**config.mk**
```make
export PLATFORM = sky130hd
export DESIGN_NAME = slot_tachometer_rpm_filter_core
export DESIGN_NICKNAME = d
export VERILOG_FILES = /design/src/design/tach_pkg.sv /design/src/design/slot_tachometer_rpm_filter_core.sv /design/src/design/tach_regs.sv /design/src/design/tach_div.sv
export SDC_FILE = /design/constraint.sdc
export NUM_CORES = 2
export LEC_CHECK = 0
export BUFFER_PORTS_ARGS = -buffer_cell sky130_fd_sc_hd__buf_2
export CORE_ASPECT_RATIO = 0.6
export CORE_MARGIN = 5
export CORE_UTILIZATION = 64
export CTS_CLUSTER_DIAMETER = 120
export CTS_CLUSTER_SIZE = 25
export DETAILED_ROUTE_END_ITERATION = 16
export PLACE_DENSITY_LB_ADDON = 0.3
export SLEW_MARGIN = 40
export SYNTH_ARGS = -nofsm -noshare
export SYNTH_HDL_FRONTEND = slang
export SYNTH_SLANG_ARGS = --single-unit
```
**constraint.sdc**
```tcl
create_clock -name clk_i -period 11 [get_ports clk_i]
set_clock_uncertainty 0.2 [all_clocks]
set_input_delay 1.65 -clock clk_i [delete_from_list [all_inputs] [get_ports clk_i]]
set_output_delay 1.65 -clock clk_i [all_outputs]
set_load 0.01 [all_outputs]
```
**src/design/tach_pkg.sv**
```systemverilog
// Shared types and constants of the slot tachometer rpm filter.
`timescale 1ns / 1ps
package tach_pkg;

  localparam int unsigned EDGE_W     = 32;
  localparam int unsigned CONV_W     = 32;
  localparam int unsigned DIVIDEND_W = CONV_W + 8;
  localparam int unsigned RPM_OUT_W  = 24;
  localparam int unsigned WIN_W      = 8;
  localparam int unsigned ALPHA_W    = 9;
  localparam int unsigned TMO_W      = 16;
  localparam int unsigned APB_AW     = 4;
  localparam int unsigned APB_DW     = 32;

  localparam logic [CONV_W-1:0]  CONV_RESET    = 32'd24000000;
  localparam logic [WIN_W-1:0]   WINDOW_RESET  = 8'd8;
  localparam logic [ALPHA_W-1:0] ALPHA_RESET   = 9'd77;
  localparam logic [TMO_W-1:0]   TIMEOUT_RESET = 16'd60;

  localparam logic CMD_EDGE = 1'b0;
  localparam logic CMD_TICK = 1'b1;

  typedef enum logic [1:0] {
    REG_CONV,
    REG_WINDOW,
    REG_ALPHA,
    REG_TIMEOUT
  } reg_idx_e;

  typedef struct packed {
    logic              command;
    logic [EDGE_W-1:0] edge_time;
  } in_t;

  typedef struct packed {
    logic [RPM_OUT_W-1:0] rpm_q8;
    logic                 updated;
    logic                 stopped;
  } out_t;

  typedef struct packed {
    logic [CONV_W-1:0]  rpm_scale;
    logic [WIN_W-1:0]   captures_per_window;
    logic [ALPHA_W-1:0] alpha_q8;
    logic [TMO_W-1:0]   stop_timeout_ms;
  } cfg_t;

  typedef struct packed {
    logic busy;
    logic done;
  } div_stat_t;

endpackage

```
**src/design/slot_tachometer_rpm_filter_core.sv**
```systemverilog
// Top level of the slot tachometer rpm filter: sequencer, state and output register.
//
// channel   direction  handshake                   payload
// in        input      in_valid_i / in_ready_o     tach_pkg::in_t  (command, edge_time)
// out       output     out_valid_o / out_ready_i   tach_pkg::out_t (rpm_q8, updated, stopped)
// config    input      APB psel/penable/pwrite     paddr, pwdata, prdata
//
// A tick or a capture inside a window goes straight to the result step, which loads
// the output register. A capture that closes a window runs the divider, then capture,
// store, median and two multiply steps before the result step; a zero period skips
// the divider. in_ready_o is high only while idle.
// A result waits in the output register while the next request is accepted; a stalled
// receiver holds the sequencer in its last step. Reset clears state, loads defaults.
`timescale 1ns / 1ps
module slot_tachometer_rpm_filter_core #(
  parameter int unsigned TIMER_WIDTH = 32,
  parameter int unsigned RPM_WIDTH   = 24
) (
  input  logic                         clk_i,
  input  logic                         rst_ni,
  input  logic                         in_valid_i,
  output logic                         in_ready_o,
  input  tach_pkg::in_t                in_data_i,
  output logic                         out_valid_o,
  input  logic                         out_ready_i,
  output tach_pkg::out_t               out_data_o,
  input  logic                         psel,
  input  logic                         penable,
  input  logic                         pwrite,
  input  logic [tach_pkg::APB_AW-1:0]  paddr,
  input  logic [tach_pkg::APB_DW-1:0]  pwdata,
  output logic [tach_pkg::APB_DW-1:0]  prdata,
  output logic                         pready
);
  import tach_pkg::*;

  localparam logic [RPM_WIDTH-1:0] RPM_MAX = {RPM_WIDTH{1'b1}};
  localparam int unsigned PROD_W = RPM_WIDTH + ALPHA_W;
  localparam int unsigned ACC_W  = RPM_WIDTH + 10;

  typedef enum logic [2:0] {
    ST_IDLE,
    ST_DIVIDE,
    ST_STORE,
    ST_MEDIAN,
    ST_MULA,
    ST_MULB,
    ST_RESULT
  } state_e;

  function automatic logic [RPM_WIDTH-1:0] mid_of_three(
    input logic [RPM_WIDTH-1:0] x,
    input logic [RPM_WIDTH-1:0] y,
    input logic [RPM_WIDTH-1:0] z
  );
    logic [RPM_WIDTH-1:0] m;
    if ((x <= y && y <= z) || (z <= y && y <= x)) begin
      m = y;
    end else if ((y <= x && x <= z) || (z <= x && x <= y)) begin
      m = x;
    end else begin
      m = z;
    end
    return m;
  endfunction

  cfg_t      cfg;
  div_stat_t div_stat;
  logic [DIVIDEND_W-1:0] quotient;
  logic                  div_start;

  state_e                 state_q, state_d;
  logic [TIMER_WIDTH-1:0] wend_q, wend_d;
  logic [6:0]             count_q, count_d;
  logic [RPM_WIDTH-1:0]   store_q [3];
  logic [RPM_WIDTH-1:0]   store_d [3];
  logic [1:0]             slot_q, slot_d;
  logic [RPM_WIDTH-1:0]   filt_q, filt_d;
  logic [TMO_W-1:0]       elapsed_q, elapsed_d;
  logic [RPM_WIDTH-1:0]   raw_q, raw_d;
  logic [RPM_WIDTH-1:0]   med_q, med_d;
  logic [PROD_W-1:0]      prod_q, prod_d;
  logic                   upd_q, upd_d;
  logic                   stop_q, stop_d;
  logic                   out_valid_q, out_valid_d;
  out_t                   out_q, out_d;

  logic [WIN_W-1:0]       win_eff;
  logic [WIN_W-1:0]       cnt_inc;
  logic [ALPHA_W-1:0]     alpha_eff;
  logic [TIMER_WIDTH-1:0] edge_t;
  logic [TIMER_WIDTH-1:0] period;
  logic [ALPHA_W-1:0]     mul_x;
  logic [RPM_WIDTH-1:0]   mul_y;
  logic [PROD_W-1:0]      prod;
  logic [ACC_W-1:0]       acc;
  logic [ACC_W-9:0]       acc_sh;
  logic [1:0]             slot_idx;
  logic [TMO_W-1:0]       elapsed_inc;
  logic                   in_acc;
  logic                   out_free;

  tach_regs u_regs (
    .clk_i   (clk_i),
    .rst_ni  (rst_ni),
    .psel    (psel),
    .penable (penable),
    .pwrite  (pwrite),
    .paddr   (paddr),
    .pwdata  (pwdata),
    .prdata  (prdata),
    .pready  (pready),
    .cfg_o   (cfg)
  );

  tach_div #(
    .DIVIDEND_W (DIVIDEND_W),
    .DIVISOR_W  (TIMER_WIDTH)
  ) u_div (
    .clk_i      (clk_i),
    .rst_ni     (rst_ni),
    .start_i    (div_start),
    .dividend_i ({cfg.rpm_scale, 8'd0}),
    .divisor_i  (period),
    .quotient_o (quotient),
    .stat_o     (div_stat)
  );

  assign in_ready_o  = (state_q == ST_IDLE);
  assign in_acc      = in_valid_i && in_ready_o;
  assign out_free    = !out_valid_q || out_ready_i;
  assign out_valid_o = out_valid_q;
  assign out_data_o  = out_q;

  assign edge_t  = in_data_i.edge_time[TIMER_WIDTH-1:0];
  assign period  = edge_t - wend_q;
  assign cnt_inc = {1'b0, count_q} + WIN_W'(1);

  always_comb begin
    if (cfg.captures_per_window == '0) begin
      win_eff = WIN_W'(1);
    end else if (cfg.captures_per_window > WIN_W'(128)) begin
      win_eff = WIN_W'(128);
    end else begin
      win_eff = cfg.captures_per_window;
    end
    alpha_eff = (cfg.alpha_q8 > ALPHA_W'(256)) ? ALPHA_W'(256) : cfg.alpha_q8;
  end

  assign mul_x  = (state_q == ST_MULB) ? (ALPHA_W'(256) - alpha_eff) : alpha_eff;
  assign mul_y  = (state_q == ST_MULB) ? filt_q : med_q;
  assign prod   = PROD_W'(mul_x) * PROD_W'(mul_y);
  assign acc    = ACC_W'(prod_q) + ACC_W'(prod) + ACC_W'(128);
  assign acc_sh = acc[ACC_W-1:8];

  assign slot_idx    = (slot_q == 2'd3) ? 2'd0 : slot_q;
  assign elapsed_inc = (elapsed_q != {TMO_W{1'b1}}) ? elapsed_q + TMO_W'(1) : elapsed_q;

  always_comb begin
    state_d     = state_q;
    wend_d      = wend_q;
    count_d     = count_q;
    store_d     = store_q;
    slot_d      = slot_q;
    filt_d      = filt_q;
    elapsed_d   = elapsed_q;
    raw_d       = raw_q;
    med_d       = med_q;
    prod_d      = prod_q;
    upd_d       = upd_q;
    stop_d      = stop_q;
    out_d       = out_q;
    out_valid_d = out_valid_q && !out_ready_i;
    div_start   = 1'b0;

    unique case (state_q)
      ST_IDLE: begin
        if (in_acc) begin
          if (in_data_i.command == CMD_TICK) begin
            upd_d     = 1'b0;
            stop_d    = 1'b0;
            elapsed_d = elapsed_inc;
            if (elapsed_inc > cfg.stop_timeout_ms) begin
              filt_d  = '0;
              store_d = '{default: '0};
              stop_d  = 1'b1;
            end
            state_d = ST_RESULT;
          end else begin
            stop_d = 1'b0;
            if (cnt_inc >= win_eff) begin
              count_d = '0;
              wend_d  = edge_t;
              upd_d   = 1'b1;
              if (period == '0) begin
                raw_d   = RPM_MAX;
                state_d = ST_STORE;
              end else begin
                div_start = 1'b1;
                state_d   = ST_DIVIDE;
              end
            end else begin
              count_d = cnt_inc[6:0];
              upd_d   = 1'b0;
              state_d = ST_RESULT;
            end
          end
        end
      end
      ST_DIVIDE: begin
        if (div_stat.done) begin
          raw_d   = ((quotient >> RPM_WIDTH) != '0) ? RPM_MAX : quotient[RPM_WIDTH-1:0];
          state_d = ST_STORE;
        end
      end
      ST_STORE: begin
        store_d[slot_idx] = raw_q;
        slot_d  = (slot_idx == 2'd2) ? 2'd0 : slot_idx + 2'd1;
        state_d = ST_MEDIAN;
      end
      ST_MEDIAN: begin
        med_d   = mid_of_three(store_q[0], store_q[1], store_q[2]);
        state_d = ST_MULA;
      end
      ST_MULA: begin
        prod_d  = prod;
        state_d = ST_MULB;
      end
      ST_MULB: begin
        filt_d    = (acc_sh[ACC_W-9:RPM_WIDTH] != '0) ? RPM_MAX : acc_sh[RPM_WIDTH-1:0];
        elapsed_d = '0;
        state_d   = ST_RESULT;
      end
      ST_RESULT: begin
        if (out_free) begin
          out_d.rpm_q8  = RPM_OUT_W'(filt_q);
          out_d.updated = upd_q;
          out_d.stopped = stop_q;
          out_valid_d   = 1'b1;
          state_d       = ST_IDLE;
        end
      end
      default: state_d = ST_IDLE;
    endcase
  end

  always_ff @(posedge clk_i or negedge rst_ni) begin
    if (!rst_ni) begin
      state_q     <= ST_IDLE;
      wend_q      <= '0;
      count_q     <= '0;
      store_q     <= '{default: '0};
      slot_q      <= '0;
      filt_q      <= '0;
      elapsed_q   <= '0;
      raw_q       <= '0;
      med_q       <= '0;
      prod_q      <= '0;
      upd_q       <= 1'b0;
      stop_q      <= 1'b0;
      out_valid_q <= 1'b0;
      out_q       <= '0;
    end else begin
      state_q     <= state_d;
      wend_q      <= wend_d;
      count_q     <= count_d;
      store_q     <= store_d;
      slot_q      <= slot_d;
      filt_q      <= filt_d;
      elapsed_q   <= elapsed_d;
      raw_q       <= raw_d;
      med_q       <= med_d;
      prod_q      <= prod_d;
      upd_q       <= upd_d;
      stop_q      <= stop_d;
      out_valid_q <= out_valid_d;
      out_q       <= out_d;
    end
  end

endmodule

```
**src/design/tach_regs.sv**
```systemverilog
// APB configuration registers of the slot tachometer rpm filter.
`timescale 1ns / 1ps
module tach_regs (
  input  logic                         clk_i,
  input  logic                         rst_ni,
  input  logic                         psel,
  input  logic                         penable,
  input  logic                         pwrite,
  input  logic [tach_pkg::APB_AW-1:0]  paddr,
  input  logic [tach_pkg::APB_DW-1:0]  pwdata,
  output logic [tach_pkg::APB_DW-1:0]  prdata,
  output logic                         pready,
  output tach_pkg::cfg_t               cfg_o
);
  import tach_pkg::*;

  cfg_t     cfg_q, cfg_d;
  reg_idx_e idx;
  logic     wr_en;

  assign idx    = reg_idx_e'(paddr[3:2]);
  assign wr_en  = psel && penable && pwrite;
  assign pready = 1'b1;
  assign cfg_o  = cfg_q;

  always_comb begin
    cfg_d = cfg_q;
    if (wr_en) begin
      unique case (idx)
        REG_CONV:    cfg_d.rpm_scale           = pwdata[CONV_W-1:0];
        REG_WINDOW:  cfg_d.captures_per_window = pwdata[WIN_W-1:0];
        REG_ALPHA:   cfg_d.alpha_q8            = pwdata[ALPHA_W-1:0];
        REG_TIMEOUT: cfg_d.stop_timeout_ms     = pwdata[TMO_W-1:0];
        default:     cfg_d = cfg_q;
      endcase
    end
  end

  always_comb begin
    unique case (idx)
      REG_CONV:    prdata = APB_DW'(cfg_q.rpm_scale);
      REG_WINDOW:  prdata = APB_DW'(cfg_q.captures_per_window);
      REG_ALPHA:   prdata = APB_DW'(cfg_q.alpha_q8);
      REG_TIMEOUT: prdata = APB_DW'(cfg_q.stop_timeout_ms);
      default:     prdata = '0;
    endcase
  end

  always_ff @(posedge clk_i or negedge rst_ni) begin
    if (!rst_ni) begin
      cfg_q.rpm_scale           <= CONV_RESET;
      cfg_q.captures_per_window <= WINDOW_RESET;
      cfg_q.alpha_q8            <= ALPHA_RESET;
      cfg_q.stop_timeout_ms     <= TIMEOUT_RESET;
    end else begin
      cfg_q <= cfg_d;
    end
  end

endmodule

```
**src/design/tach_div.sv**
```systemverilog
// Restoring divider, one quotient bit per cycle.
`timescale 1ns / 1ps
module tach_div #(
  parameter int unsigned DIVIDEND_W = 40,
  parameter int unsigned DIVISOR_W  = 32
) (
  input  logic                  clk_i,
  input  logic                  rst_ni,
  input  logic                  start_i,
  input  logic [DIVIDEND_W-1:0] dividend_i,
  input  logic [DIVISOR_W-1:0]  divisor_i,
  output logic [DIVIDEND_W-1:0] quotient_o,
  output tach_pkg::div_stat_t   stat_o
);
  import tach_pkg::*;

  localparam int unsigned CNT_W = $clog2(DIVIDEND_W + 1);

  logic [DIVIDEND_W-1:0] quo_q, quo_d;
  logic [DIVISOR_W-1:0]  rem_q, rem_d;
  logic [DIVISOR_W-1:0]  dvs_q, dvs_d;
  logic [CNT_W-1:0]      cnt_q, cnt_d;
  logic                  busy_q, busy_d;
  logic                  done_q, done_d;
  logic [DIVISOR_W:0]    trial;
  logic [DIVISOR_W:0]    diff;
  logic                  ge;

  assign trial = {rem_q, quo_q[DIVIDEND_W-1]};
  assign diff  = trial - {1'b0, dvs_q};
  assign ge    = trial >= {1'b0, dvs_q};

  always_comb begin
    quo_d  = quo_q;
    rem_d  = rem_q;
    dvs_d  = dvs_q;
    cnt_d  = cnt_q;
    busy_d = busy_q;
    done_d = 1'b0;
    if (start_i) begin
      quo_d  = dividend_i;
      rem_d  = '0;
      dvs_d  = divisor_i;
      cnt_d  = CNT_W'(DIVIDEND_W);
      busy_d = 1'b1;
    end else if (busy_q) begin
      quo_d = {quo_q[DIVIDEND_W-2:0], ge};
      rem_d = ge ? diff[DIVISOR_W-1:0] : trial[DIVISOR_W-1:0];
      cnt_d = cnt_q - CNT_W'(1);
      if (cnt_q == CNT_W'(1)) begin
        busy_d = 1'b0;
        done_d = 1'b1;
      end
    end
  end

  always_ff @(posedge clk_i or negedge rst_ni) begin
    if (!rst_ni) begin
      busy_q <= 1'b0;
      done_q <= 1'b0;
      cnt_q  <= '0;
    end else begin
      busy_q <= busy_d;
      done_q <= done_d;
      cnt_q  <= cnt_d;
    end
  end

  always_ff @(posedge clk_i) begin
    quo_q <= quo_d;
    rem_q <= rem_d;
    dvs_q <= dvs_d;
  end

  assign quotient_o  = quo_q;
  assign stat_o.busy = busy_q;
  assign stat_o.done = done_q;

endmodule

```
==> key figures <==
Status
  – Status: finished, final reports clean

STA
  – Final WS setup: 894 ps
  – TNS Setup: 0 ps
  – Final Setup Violations: 0
  – Fmax: 99.0 MHz
  – Final Critical Period: 10,110 ps
  – Final hold vios: 0
  – Slew of the pin with the lowest slew margin: 925 ps
  – RSZ-0062 raised after global routing: no
  – Worst hold margin: 289 ps
  – Count of pins over their slew limit: 0
  – Slew HR: 36.7%
  – Final Cycle Share: 91.9%

Synthesis
  – Sequential fraction of the synthesis area: 33.7%
  – Synth Warn #: 0
  – Asr flop ratio synth: 76.5%
  – Post-synthesis cell area: 33,300 µm²
  – Mapped Avg Cell Area: 9.36 µm²
  – EDFF count, synth: 64
  – Register bit total from synthesis: 443
  – Synth Net Count: 4,072
  – Synth unique cells: 83
  – Mapped Cells: 3,556
  – Ys flop type: dfrtp_1

Clocking
  – Sink Count: 443
  – Post_cts resized: 0
  – TritonCTS clock tree: built
  – Number of CTS-inserted buffers: 21
  – H-Tree Depth: 1
  – Post-CTS setup buffer count: 0
  – Hold-fix buffers, CTS: 0
  – CTS Root Cell: clkbuf_16
  – Worst skew pair latency: 580 ps
  – CTS Buffer Depth: 3
  – Clock edge transition at the registers on the reported setup and hold paths: 100 ps

Critical path
  – CP max stage delay: 670 ps
  – Crit path max fanout: 25
  – CP Capture Type: flop
  – Crit path kind: flop to flop
  – Critical path startpoint category: flop
  – CP max-delay cell: mux2i_2
  – Data arrival, critical path: 10,350 ps
  – CP required: 11,240 ps

Routing
  – Final ANT Viol Nets: 0
  – 1st-pass router iterations: 7
  – Residual DRC count: 0
  – Drt via density: 6.16
  – Drt wl/cell: 19.5 µm
  – Via count: 26,500
  – Final wirelength: 84.1 mm
  – Initial DRC Count: 2,799

Floorplanning
  – Die area: 56,800 µm²
  – Core area: 51,200 µm²
  – I/O Pins: 137
  – FP Rows: 64
  – Initial Util: 65.0%
  – Die Span X: 304 µm
  – Die Ht: 187 µm

Min path
  – HP Class: flop to flop

Global route
  – Largest net degree at the start of global routing: 156
  – Initial antenna violation count: 4
  – Vias in the first global route: 25,000
  – Tot GR Track Use: 29.0%
  – First-pass GRT wire length: 137 mm
  – Global route total overflow: 0

Cells and area
  – Most frequent cells in the layout: nand2_1, inv_1, dfrtp_1
  – Share of layout cells above drive strength 1: 11.4%
  – Most common cell after layout, fill and taps aside: nand2_1
  – Final net count: 4,116
  – Final Util: 69.0%
  – Layout overhead on the synthesized area: 6.14%

Placed design
  – RePlAce Congestion: 0.992
  – Pre-CTS setup slack: 1230 ps
  – Number of port buffers: 133
  – HPWL after DPL: 64.2 mm

Job
  – Max-cap viol count: 0
## critical path, delay by kind of cell (launching register included)
kind / cells / cell delay [ps]
fa+ha+maj: 8 / 3180
compound gates: 15 / 3070
simple gates: 8 / 1110
buf+inv: 4 / 1040
mux: 1 / 670
flops: 1 / 340
xor+xnor: 2 / 300
## synthesized netlist by cell type, types with 8 or more instances
library cell | count | area share [%]
dfxtp_1 | 40 | 2.4
fa_1 | 157 | 9.4
a221o_1 | 33 | 0.99
dfrtp_1 | 320 | 24
o31a_1 | 9 | 0.24
nand3_1 | 32 | 0.48
nor2b_1 | 23 | 0.43
ha_1 | 283 | 11
a31oi_1 | 37 | 0.70
and4_1 | 10 | 0.26
xor2_1 | 42 | 1.1
o211ai_1 | 21 | 0.47
buf_1 | 9 | 0.10
o21ai_0 | 197 | 3.0
nand4_1 | 33 | 0.62
a21oi_1 | 162 | 2.4
mux2i_1 | 81 | 2.4
nor4_1 | 19 | 0.36
and2_1 | 25 | 0.47
xnor2_1 | 72 | 1.9
a22o_1 | 11 | 0.29
dfstp_2 | 19 | 1.5
o21bai_1 | 17 | 0.38
nor2_1 | 280 | 3.2
nor3_1 | 35 | 0.53
inv_1 | 356 | 4.0
o31ai_1 | 58 | 1.3
or3_1 | 20 | 0.38
o21a_1 | 31 | 0.70
a21o_1 | 74 | 1.7
or2_2 | 16 | 0.30
clkbuf_1 | 137 | 1.5
mux4_2 | 8 | 0.54
edfxtp_1 | 64 | 5.8
a211oi_1 | 43 | 0.97
and3_1 | 56 | 1.1
nand2b_1 | 34 | 0.64
o22a_1 | 25 | 0.66
nand2_1 | 436 | 4.9
mux2_2 | 130 | 4.4
## final timing paths
path	startpoint	to	slack [ps]	cells after the start
setup / recovery	u_regs.cfg_o[24]$_DFFE_PN0P_	filt_q[3]$_DFFE_PN0P_	890	38
hold / removal	prod_q[0]$_DFFE_PN0P_	prod_q[0]$_DFFE_PN0P_	290	2
setup reg to reg	u_regs.cfg_o[24]$_DFFE_PN0P_	filt_q[3]$_DFFE_PN0P_	890	38
hold reg to reg	prod_q[0]$_DFFE_PN0P_	prod_q[0]$_DFFE_PN0P_	290	2
max in group asynchronous	rst_ni	out_data_o[2]$_DFFE_PN0P_	8270	4
min in group asynchronous	rst_ni	wend_q[13]$_DFFE_PN0P_	770	1
## per-layer routing
layer,wire length (µm),part of all wire (%),GRT usage [%],up-vias
li1,-,-,-,12400
met1,40100,48,47.1,12900
met2,32500,39,39.0,1150
met3,10200,12,8.78,98
met4,1370,1.6,3.80,2
met5,7,0.0083,0,-
## cell families after synthesis
logic type | share of synthesized area, %
xor+xnor | 3.00
buf+inv | 6.00
simple gates | 14.2
mux | 7.37
fa+ha+maj | 20.1
compound gates | 15.6
other cells | 0.0113
flops | 33.7
## metrics by stage
step | area (µm²) | std cells
finish | 35300 | 4311
global route | 35300 | 4311
CTS | 35300 | 4306
detailed placement | 34700 | 4268
global placement | 34600 | 4265
floorplan | 33300 | 3556
## flip-flops by register name, summed over array words and instances (netlist names), 2 cells and up
register / count
count_q: 7
elapsed_q: 16
filt_q: 24
med_q: 24
out_data_o: 26
prod_q: 33
raw_q: 24
slot_q: 2
state_q: 3
store_q: 72
u_div.cnt_q: 6
u_div.dvs_q: 32
u_div.quotient_o: 40
u_div.rem_q: 32
u_regs.cfg_o: 65
wend_q: 32
## area by class of cell
class                      count  area [µm²]
inverter                     358        1340
tap                          693         867
multi-input combinational   2596       20200
antenna                        3        7.51
timing repair buffer         180        1100
clock inverter                 2        17.5
sequential                   443       11200
fill                        3977       15900
clock buffer                  36         582
Power is not shown: default switching activity piles up to over one toggle a cycle in this logic, so the estimate is an artifact.
